==> src/ghb_pkg.sv <==
// ----------------------------------------------------------------------------
// ghb_pkg
// Shared constants, types and the falloff table of the height brush.
// ----------------------------------------------------------------------------
package ghb_pkg;

    localparam int GRID_SIZE        = 64;
    localparam int MAX_RADIUS       = 15;
    localparam int GAUSS_TABLE_SIZE = 64;
    localparam int HEIGHT_OFFSET    = 2560;

    localparam int CW      = $clog2(GRID_SIZE);
    localparam int CELLS   = GRID_SIZE * GRID_SIZE;
    localparam int ADDR_W  = $clog2(CELLS);
    localparam int DATA_W  = 24;
    localparam int RAD_W   = $clog2(MAX_RADIUS + 2);
    localparam int DD_W    = $clog2(2 * MAX_RADIUS * MAX_RADIUS + 2);
    localparam int N_W     = DD_W + 32;
    localparam int CMP_W   = (N_W > 36) ? N_W : 36;
    localparam int Q_W     = $clog2(GAUSS_TABLE_SIZE);
    localparam int DIV_W   = 38 + Q_W;
    localparam int DCNT_W  = $clog2(Q_W + 1);

    localparam int CFG_IDX_W  = 3;
    localparam int CFG_DATA_W = 16;

    localparam logic [CFG_IDX_W-1:0] CFG_MIN_HEIGHT     = 3'd0;
    localparam logic [CFG_IDX_W-1:0] CFG_MAX_HEIGHT     = 3'd1;
    localparam logic [CFG_IDX_W-1:0] CFG_SIGMA          = 3'd2;
    localparam logic [CFG_IDX_W-1:0] CFG_CELL_SPACING   = 3'd3;
    localparam logic [CFG_IDX_W-1:0] CFG_CELLS_PER_UNIT = 3'd4;
    localparam logic [CFG_IDX_W-1:0] CFG_ELEMENT_CODE   = 3'd5;

    typedef enum logic [1:0] {
        OP_BRUSH_DELTA = 2'd0,
        OP_BRUSH_ABS   = 2'd1,
        OP_WRITE_CELL  = 2'd2,
        OP_READ_CELL   = 2'd3
    } t_opcode;

    typedef enum logic [3:0] {
        S_CLEAR, S_IDLE, S_DECODE, S_RAW_WR, S_RD, S_RD_CAP,
        S_CTR_RD, S_CTR_CAP, S_SETUP, S_WIN, S_DIST0, S_DIST1,
        S_CHK, S_DIV, S_OFF, S_WR
    } t_state;

    typedef struct packed {
        logic clr_step;
        logic load_item;
        logic raw_wr;
        logic rd_cap;
        logic ctr_cap;
        logic setup;
        logic win;
        logic dist0;
        logic dist1;
        logic chk;
        logic div_step;
        logic off;
        logic wr_cell;
        logic cell_next;
        logic finish;
    } t_ctl_cmd;

    typedef struct packed {
        logic    clr_last;
        t_opcode op;
        logic    in_circle;
        logic    div_last;
        logic    last_cell;
    } t_dp_stat;

    typedef logic [15:0] t_falloff [GAUSS_TABLE_SIZE];

    // Shift-and-subtract quotient, used only while the table is built.
    function automatic logic [63:0] udiv64(logic [63:0] num, logic [63:0] den);
        logic [64:0] rem;
        logic [63:0] quo;
        rem = '0;
        quo = '0;
        for (int b = 63; b >= 0; b--) begin
            rem = {rem[63:0], num[b]};
            if (rem >= {1'b0, den}) begin
                rem    = rem - {1'b0, den};
                quo[b] = 1'b1;
            end
        end
        return quo;
    endfunction

    // 1 - exp(-4.5*i/(N-1)) in Q0.16, built with Q30 series arithmetic.
    function automatic t_falloff build_falloff();
        t_falloff    tab;
        logic [63:0] x;
        logic [63:0] y;
        logic [63:0] t;
        logic [63:0] ey;
        logic [63:0] r;
        logic [63:0] comp;
        logic [63:0] q;
        for (int i = 0; i < GAUSS_TABLE_SIZE; i++) begin
            x  = udiv64((64'd9 << 29) * 64'(i), 64'(GAUSS_TABLE_SIZE - 1));
            y  = x >> 3;
            t  = 64'd1 << 30;
            ey = 64'd1 << 30;
            for (int n = 1; n <= 20; n++) begin
                t  = udiv64((t * y) >> 30, 64'(n));
                ey = ey + t;
            end
            r = udiv64(64'd1 << 60, ey);
            for (int k = 0; k < 3; k++) begin
                r = (r * r) >> 30;
            end
            if (r > (64'd1 << 30)) begin
                r = 64'd1 << 30;
            end
            comp = (64'd1 << 30) - r;
            q    = (comp + (64'd1 << 13)) >> 14;
            if (q > 64'd65535) begin
                q = 64'd65535;
            end
            tab[i] = 16'(q);
        end
        return tab;
    endfunction

    localparam t_falloff FALLOFF = build_falloff();

endpackage

==> src/ghb_ctrl.sv <==
// ----------------------------------------------------------------------------
// ghb_ctrl
// Sequencer of the height brush: clear pass, raw access and the cell loop.
// ----------------------------------------------------------------------------
module ghb_ctrl (
    input  logic              i_clk,
    input  logic              i_rst_n,
    input  logic              i_start,
    input  ghb_pkg::t_dp_stat i_stat,
    output ghb_pkg::t_ctl_cmd o_cmd,
    output logic              o_busy,
    output logic              o_done
);

    import ghb_pkg::*;

    t_state r_state;
    t_state n_state;
    logic   r_done;

    always_ff @(posedge i_clk) begin
        if (!i_rst_n) begin
            r_state <= S_CLEAR;
            r_done  <= 1'b0;
        end else begin
            r_state <= n_state;
            r_done  <= o_cmd.finish;
        end
    end

    always_comb begin
        n_state = r_state;
        o_cmd   = '0;
        case (r_state)
            S_CLEAR: begin
                o_cmd.clr_step = 1'b1;
                if (i_stat.clr_last) begin
                    n_state = S_IDLE;
                end
            end
            S_IDLE: begin
                if (i_start) begin
                    o_cmd.load_item = 1'b1;
                    n_state = S_DECODE;
                end
            end
            S_DECODE: begin
                case (i_stat.op)
                    OP_WRITE_CELL: n_state = S_RAW_WR;
                    OP_READ_CELL:  n_state = S_RD;
                    default:       n_state = S_CTR_RD;
                endcase
            end
            S_RAW_WR: begin
                o_cmd.raw_wr = 1'b1;
                o_cmd.finish = 1'b1;
                n_state = S_IDLE;
            end
            S_RD: begin
                n_state = S_RD_CAP;
            end
            S_RD_CAP: begin
                o_cmd.rd_cap = 1'b1;
                o_cmd.finish = 1'b1;
                n_state = S_IDLE;
            end
            S_CTR_RD: begin
                n_state = S_CTR_CAP;
            end
            S_CTR_CAP: begin
                o_cmd.ctr_cap = 1'b1;
                n_state = S_SETUP;
            end
            S_SETUP: begin
                o_cmd.setup = 1'b1;
                n_state = S_WIN;
            end
            S_WIN: begin
                o_cmd.win = 1'b1;
                n_state = S_DIST0;
            end
            S_DIST0: begin
                o_cmd.dist0 = 1'b1;
                n_state = S_DIST1;
            end
            S_DIST1: begin
                o_cmd.dist1 = 1'b1;
                n_state = S_CHK;
            end
            S_CHK: begin
                o_cmd.chk = 1'b1;
                if (i_stat.in_circle) begin
                    n_state = S_DIV;
                end else begin
                    o_cmd.cell_next = 1'b1;
                    if (i_stat.last_cell) begin
                        o_cmd.finish = 1'b1;
                        n_state = S_IDLE;
                    end else begin
                        n_state = S_DIST0;
                    end
                end
            end
            S_DIV: begin
                o_cmd.div_step = 1'b1;
                if (i_stat.div_last) begin
                    n_state = S_OFF;
                end
            end
            S_OFF: begin
                o_cmd.off = 1'b1;
                n_state = S_WR;
            end
            S_WR: begin
                o_cmd.wr_cell   = 1'b1;
                o_cmd.cell_next = 1'b1;
                if (i_stat.last_cell) begin
                    o_cmd.finish = 1'b1;
                    n_state = S_IDLE;
                end else begin
                    n_state = S_DIST0;
                end
            end
            default: begin
                n_state = S_IDLE;
            end
        endcase
    end

    assign o_busy = (r_state != S_IDLE);
    assign o_done = r_done;

endmodule

==> config.mk <==
export PLATFORM = sky130hd
export DESIGN_NAME = ghb_ctrl
export DESIGN_NICKNAME = d
export VERILOG_FILES = /design/src/ghb_pkg.sv /design/src/ghb_ctrl.sv
export SDC_FILE = /design/constraint.sdc
export NUM_CORES = 1
export LEC_CHECK = 0
export BUFFER_PORTS_ARGS = -buffer_cell sky130_fd_sc_hd__buf_4
export CAP_MARGIN = 10
export CORE_MARGIN = 4
export CORE_UTILIZATION = 39
export CTS_BUF_LIST = sky130_fd_sc_hd__clkbuf_4 sky130_fd_sc_hd__clkbuf_8
export DETAILED_ROUTE_END_ITERATION = 10
export PLACE_DENSITY_LB_ADDON = 0.1
export SLEW_MARGIN = 40
export SYNTH_ARGS = -nofsm -noshare
export SYNTH_HDL_FRONTEND = slang
export SYNTH_SLANG_ARGS = --single-unit
==> constraint.sdc <==
create_clock -name i_clk -period 3.55 [get_ports i_clk]
set_clock_uncertainty 0.2 [all_clocks]
set_input_delay 0.1775 -clock i_clk [delete_from_list [all_inputs] [get_ports i_clk]]
set_output_delay 0.1775 -clock i_clk [all_outputs]
set_load 0.1 [all_outputs]
Word level (Yosys, flattened, before mapping) --
Cells that the tools add are included.
Cells by class: equal/unequal tests 21, mux-type cells 25, reduce and logical (&&, ||, !) cells 3
Operator list (number):
- case mux 4 bit (15 select lines) | 1
- equality test 4 bit (second input constant) | 8
- 2-to-1 mux 4 bit | 5
- equality test 4 x 3 -> 1 bit (second input constant) | 4
- 2-to-1 mux 1 bit | 15
- equality test 4 x 2 -> 1 bit (second input constant) | 2
- inequality test 2 bit (second input constant) | 3
- case mux 3 bit (2 select lines) | 1
- equality test 2 bit (second input constant) | 2
- equality test 4 x 1 -> 1 bit (second input constant) | 1
- logical NOT 4 bit | 1
- inequality test 4 x 1 -> 1 bit (second input constant) | 1
- case mux 1 bit (3 select lines) | 1
- AND reduction 3 bit | 1
- 2-to-1 mux 2 bit | 1
- case mux 1 bit (2 select lines) | 1
- OR reduction 2 bit | 1
Storage, ports and cells: bits in registers 5, input port bits 9, output and inout bits 17

Longest topological paths before layout --
Gate-level depths: netlist (run 1).
depth in word-level cells 3, mapped depth 6, mapped depth without buffers 4

Least setup slack after synthesis (run 1) --
OpenSTA, ideal clock, no wires.
path type register to output, start point reg r_state[2], end point out o_cmd[14] in the netlist's numbering, data arrival time 2.810 ns, required time 3.172 ns, slack 0.363 ns, cell stages (with the launch flop) 5, buffers on the path 2, cells stage by stage dfxtp_1 -> buf_2 -> or2_1 -> clkbuf_1 -> nor3_1
RTL lines:
- start: declaration | RTL line ghb_ctrl.sv:17 | t_state r_state;
- start signal: assignment | RTL line ghb_ctrl.sv:26 | r_state <= n_state;
- end: declaration | RTL line ghb_ctrl.sv:10 | output ghb_pkg::t_ctl_cmd o_cmd,

==> results of run 1 <==
## power breakdown
part           switching, W  total [W]  internal (W)  leakage (nW)
clock             0.0000243  0.0000745     0.0000502        0.0184
combinational     0.0000387  0.0000588     0.0000201         0.240
sequential       0.00000630  0.0000641     0.0000578        0.0406
total             0.0000693   0.000197      0.000128         0.299
## critical path, cell delays in order (launching register included)
cell and delay [ns]:
dfxtp_1 0.64, nand3_1 0.22, and3_1 0.25, o22ai_2 0.17, buf_4 0.32
## cell usage after synthesis
master	count	area [sq um]
o22ai_2	1	12.5
or3_1	1	6.26
o41ai_1	1	8.76
a21oi_2	1	8.76
nand4bb_1	1	11.3
or2_1	1	6.26
o32ai_1	1	8.76
nor3_1	4	20.0
inv_1	1	3.75
and2_1	1	6.26
nor3b_1	1	7.51
nand3b_1	1	7.51
a211o_1	1	8.76
clkbuf_1	2	7.51
a21oi_1	5	25.0
o21ai_1	1	5.00
buf_2	5	25.0
inv_2	1	3.75
nand3_1	3	15.0
nor2b_1	3	18.8
o31ai_1	1	7.51
nor4b_1	1	8.76
buf_6	1	11.3
o21ai_0	3	15.0
nand2b_1	3	18.8
and3_1	3	18.8
nor2_1	13	48.8
a211oi_1	1	7.51
or4_1	1	7.51
o22ai_1	1	6.26
dfxtp_1	5	100
nand4b_1	1	8.76
a31oi_1	2	12.5
nand2_1	7	26.3
o31a_1	1	8.76
## area by class of cell
type                            instances  area, sq um
Clock buffer                            4         30.0
Multi-Input combinational cell         65          372
Timing Repair Buffer                   26          198
Fill cell                             112          462
Inverter                                2         7.51
Sequential cell                         5          100
Tap cell                               14         17.5
## flip-flops by register name, summed over array words and instances (netlist names)
register and flops:
o_done 1, r_state 4
## metal layers
layer	wire (microns)	up-vias	part of all wire, %	track usage [%]
met2	624	25	44	20.9
li1	-	328	-	-
met1	651	279	46	19.7
met4	17	0	1.2	5.42
met5	0	-	0	0
met3	116	2	8.2	6.50
## timing repair
item / 4_1_cts / 5_1_grt
gates resized for setup: 0 / 0
hold endpoints to repair: 3 / 0
setup endpoints to repair: 0 / 0
hold buffers: 1 / 0
## final timing paths
| path | start | to | slack (ns) | cells past startpoint |
|---|---|---|---|---|
| hold reg to reg | r_state[3] | r_state[0] | 0.52 | 2 |
| setup / recovery | r_state[2] | o_cmd[0] | 1.32 | 4 |
| setup reg to reg | r_state[0] | r_state[1] | 1.75 | 4 |
| hold / removal | i_stat[5] | r_state[0] | 0.05 | 3 |
## through the flow
stage          utilization [%]  cell area (sq um)  hold WS [ns]  power [W]  cells
2_1_floorplan                -                523        0.0992   0.000108     80
3_3_place_gp              57.7                684         0.244   0.000123    111
6_report                  61.1                724        0.0490   0.000197    116
5_1_grt                   61.1                724        0.0708   0.000207    116
4_1_cts                   61.1                724        0.0482   0.000201    116
3_5_place_dp              57.7                684         0.231   0.000123    111
## cell families after synthesis
family | after synthesis
buffers and inverters | 10
AOI/OAI and AO/OA | 20
and+or+nand+nor | 45
DFF | 5
==> results.sh, run 1 <==
export IMPL_synth_compound_area_share_pct=25.8
export IMPL_setup_tns_ns=0
export IMPL_die_h_microns=44.6
export IMPL_grt_overflow=0
export IMPL_synth_top_family_by_area="simple AND/OR/NAND/NOR gates"
export IMPL_finalSetupViolCount=0
export IMPL_cts_buffers=3
export IMPL_cts_tree="done"
export IMPL_synth_warnings=0
export IMPL_synth_xor_area_share_pct=0
export IMPL_fmax_mhz=448
export IMPL_synthCells=80
export IMPL_worstPathRequired_ns=3.17
export IMPL_syn_avg_cell_area_sq_um=6.54
export IMPL_rsz0062_at_grt="no"
export IMPL_layout_nets=112
export IMPL_initial_core_util_pct=44.1
export IMPL_layout_commonest_cell="buf_4"
export IMPL_cts_sinks=5
export IMPL_track_usage_pct=14.9
export IMPL_ys_seq_elements=5
export IMPL_io_buffer_count=25
export IMPL_grt_pass1_wl_microns=2210
export IMPL_core_sq_mm=0.00119
export IMPL_worst_slack_ns=1.32
export IMPL_clk_latency_ns=0.25
export IMPL_leakage_nw=0.299
export IMPL_status="finished, final reports clean"
export IMPL_slew_viol_final=0
export IMPL_final_period_utilization_pct=62.8
export IMPL_final_cell_mix="buf_4, nor2_1, nand2_1"
export IMPL_cts_root_buf="clkbuf_4"
export IMPL_synth_seq_area_share_pct=19.1
export IMPL_synth_adder_area_share_pct=0
export IMPL_antenna_left=0
export IMPL_dr_pass1_iters=4
export IMPL_drt_iter0_markers=21
export IMPL_power_density_mw_per_mm2=272
export IMPL_synth_nets=89
export IMPL_syn_area_sq_um=523
export IMPL_worstHoldPathType="primary input to flop"
export IMPL_crit_fanout=19
export IMPL_gp_congestion=0.862
export IMPL_fp_dieArea_sq_mm=0.00199
export IMPL_ir_worst_vdd_mv=0.211
export IMPL_grt_pass1_vias=518
export IMPL_drc=0
export IMPL_die_x_microns=44.6
export IMPL_dpl_hpwl_microns=1050
export IMPL_end_kind="output port"
export IMPL_cts_htree_levels=1
export IMPL_arrival_ns=1.85
export IMPL_cts_buffer_depth=2
export IMPL_vias=634
export IMPL_worstMarginPinSlew_ns=0.656
export IMPL_finalCriticalPeriod_ns=2.23
export IMPL_syn2layout_area_growth_pct=38.5
export IMPL_drive_above_1_share_pct=31.4
export IMPL_crit_path_start_kind="flop"
export IMPL_antenna_cells=0
export IMPL_pre_cts_slack_ns=1.59
export IMPL_max_cap_viol_count=0
export IMPL_row_count=12
export IMPL_hold_viol=0
export IMPL_grt_max_degree=23
export IMPL_yosys_cell_types_count=35
export IMPL_path_class="flop to output port"
export IMPL_top_level_ports=26
export IMPL_antenna_found_initial=0
export IMPL_relSlewSlack_pct=56.2
export IMPL_post_drt_wl_per_cell_microns=12.2
export IMPL_post_cts_buffers=0
export IMPL_synthMuxAreaShare_pct=0
export IMPL_yosys_area_share_simple_pct=45.2
export IMPL_via_per_inst=5.47
export IMPL_wirelength_microns=1410
export IMPL_path_clk_slew_ns=0.04
Power figures use the tool's default switching activity.
==> run 2, diff against run 1 <==
clock period = 1.8 ns   (was 3.55 ns; I/O delays follow)
==> results.sh, run 2 (synthesized netlist as in run 1, its figures left out) <==
export IMPL_io_buffer_count=25
export IMPL_rsz0062_at_grt="yes"
export IMPL_cts_tree="done"
export IMPL_relSlewSlack_pct=78.4
export IMPL_top_level_ports=26
export IMPL_r2r_cells=4
export IMPL_die_x_microns=44.6
export IMPL_core_sq_mm=0.00119
export IMPL_via_per_inst=5.81
export IMPL_vias=721
export IMPL_grt_max_degree=19
export IMPL_clock_power_share_pct=35.7
export IMPL_hold_depth=4
export IMPL_worstHoldStart="i_stat[3]"
export IMPL_final_period_utilization_pct=98.1
export IMPL_pre_cts_slack_ns=0.0968
export IMPL_cts_root_buf="clkbuf_4"
export IMPL_worstHoldPathType="primary input to flop"
export IMPL_fmax_mhz=566
export IMPL_status="finished, final reports clean"
export IMPL_ir_worst_vdd_mv=0.443
export IMPL_post_cts_buffers=0
export IMPL_rrSetupSlack_ns=0.15
export IMPL_combPwrFrac_pct=36.4
export IMPL_numPlacedInstances=118
export IMPL_fp_dieArea_sq_mm=0.00199
export IMPL_gp_congestion=0.847
export IMPL_slew_viol_final=0
export IMPL_grt_pass1_vias=656
export IMPL_r2r_end="r_state[1]"
export IMPL_clk_latency_ns=0.25
export IMPL_worst_slack_ns=0.0342
export IMPL_cts_buffer_depth=2
export IMPL_layout_nets=120
export IMPL_switchingPower_w=0.000156
export IMPL_drc=0
export IMPL_end_kind="output port"
export IMPL_slowest_stage="dfxtp_4"
export IMPL_antenna_cells=0
export IMPL_leakage_nw=0.356
export IMPL_path_clk_slew_ns=0.05
export IMPL_max_cap_viol_count=0
export IMPL_antenna_left=0
export IMPL_largest_reg_flops=4
export IMPL_worstMarginPinSlew_ns=0.320
export IMPL_grt_overflow=0
export IMPL_dpl_hpwl_microns=1240
export IMPL_drive_above_1_share_pct=55.5
export IMPL_cts_sinks=5
export IMPL_p_int_w=0.000266
export IMPL_grt_pass1_wl_microns=2960
export IMPL_row_count=12
export IMPL_cpPeakStageDelay_ns=0.37
export IMPL_holdPathEnd="r_state[0]"
export IMPL_regMostFlops="r_state"
export IMPL_syn2layout_area_growth_pct=86.6
export IMPL_path_class="flop to output port"
export IMPL_finalSetupViolCount=0
export IMPL_p_total_w=0.000422
export IMPL_die_h_microns=44.6
export IMPL_arrival_ns=1.48
export IMPL_wirelength_microns=1820
export IMPL_dr_pass1_iters=4
export IMPL_crit_fanout=9
export IMPL_drt_iter0_markers=33
export IMPL_initial_core_util_pct=44.1
export IMPL_pwr_share_seq_pct=27.9
export IMPL_worstPathRequired_ns=1.51
export IMPL_final_cell_mix="buf_4, buf_6, nand2_1, nor2_4"
export IMPL_antenna_found_initial=0
export IMPL_hold_viol=0
export IMPL_cts_buffers=3
export IMPL_cts_htree_levels=1
export IMPL_r2r_start="r_state[0]"
export IMPL_power_density_mw_per_mm2=433
export IMPL_track_usage_pct=20.4
export IMPL_switching_share_pct=37.0
export IMPL_layout_commonest_cell="buf_4"
export IMPL_finalCriticalPeriod_ns=1.77
export IMPL_final_cell_count_no_fill=124
export IMPL_crit_path_start_kind="flop"
export IMPL_cp_cell_sequence="or2_4, and3_4, o22ai_4, buf_12"
export IMPL_post_drt_wl_per_cell_microns=14.7
[run 2: per-layer routing]
layer | vias to the layer above | global-route usage (%) | routed length [microns]
met5 | - | 0 | 0
met4 | 0 | 12.7 | 57
met3 | 6 | 4.88 | 159
met2 | 31 | 28.1 | 900
met1 | 334 | 27.9 | 705
li1 | 350 | - | -
[run 2: how the worst max path moves through the flow]
| stage | from | end | slack, ns | depth (start not counted) |
|---|---|---|---|---|
| finish | r_state[3] | o_cmd[0] | 0.03 | 4 |
| CTS | r_state[0] | o_cmd[1] | 0.004 | 3 |
| detailed placement | r_state[3] | o_cmd[0] | 0.1 | 4 |
| global route | r_state[3] | o_cmd[0] | -0.01 | 4 |
| global placement | r_state[3] | o_cmd[0] | 0.13 | 4 |
| floorplan | r_state[1] | o_cmd[3] | -0.19 | 4 |
[run 2: per-stage QoR]
step	hold WS [ns]	area, sq um	setup TNS (ns)	util, %
after floorplan	0.0129	669	-0.694	-
after global placement	0.162	857	0	72.3
after detailed placement	0.160	857	0	72.3
after CTS	0.0608	943	0	79.5
after global routing	0.104	976	-0.0133	82.3
final	0.0638	976	0	82.3
[run 2: power by group through the flow]
stage | Clock (W) | Sequential (W) | Combinational (W)
floorplan | 0 | 0.000118 | 0.000110
global placement | 0 | 0.000121 | 0.000140
detailed placement | 0 | 0.000122 | 0.000140
CTS | 0.000159 | 0.000120 | 0.000146
global route | 0.000161 | 0.000118 | 0.000163
finish | 0.000151 | 0.000118 | 0.000154
[run 2: worst max-delay path: cells and delay by family, from the launching register on]
| kind | cells | cell delay [ns] |
|---|---|---|
| compound gates | 1 | 0.17 |
| buf+inv | 1 | 0.20 |
| flops | 1 | 0.37 |
| simple gates | 2 | 0.48 |
[run 2: final cells by class]
type                       count  area (sq um)
sequential                     5           109
timing repair buffer          34           310
fill                          81           210
tap                           14          17.5
inverter                       2          7.51
multi-input combinational     65           502
clock buffer                   4          30.0
[run 2: what timing repair did]
action	in CTS	in global routing
gates resized for setup	12	9
endpoints found under the setup margin	9	9
hold endpoints to repair	5	0
hold buffers	2	0
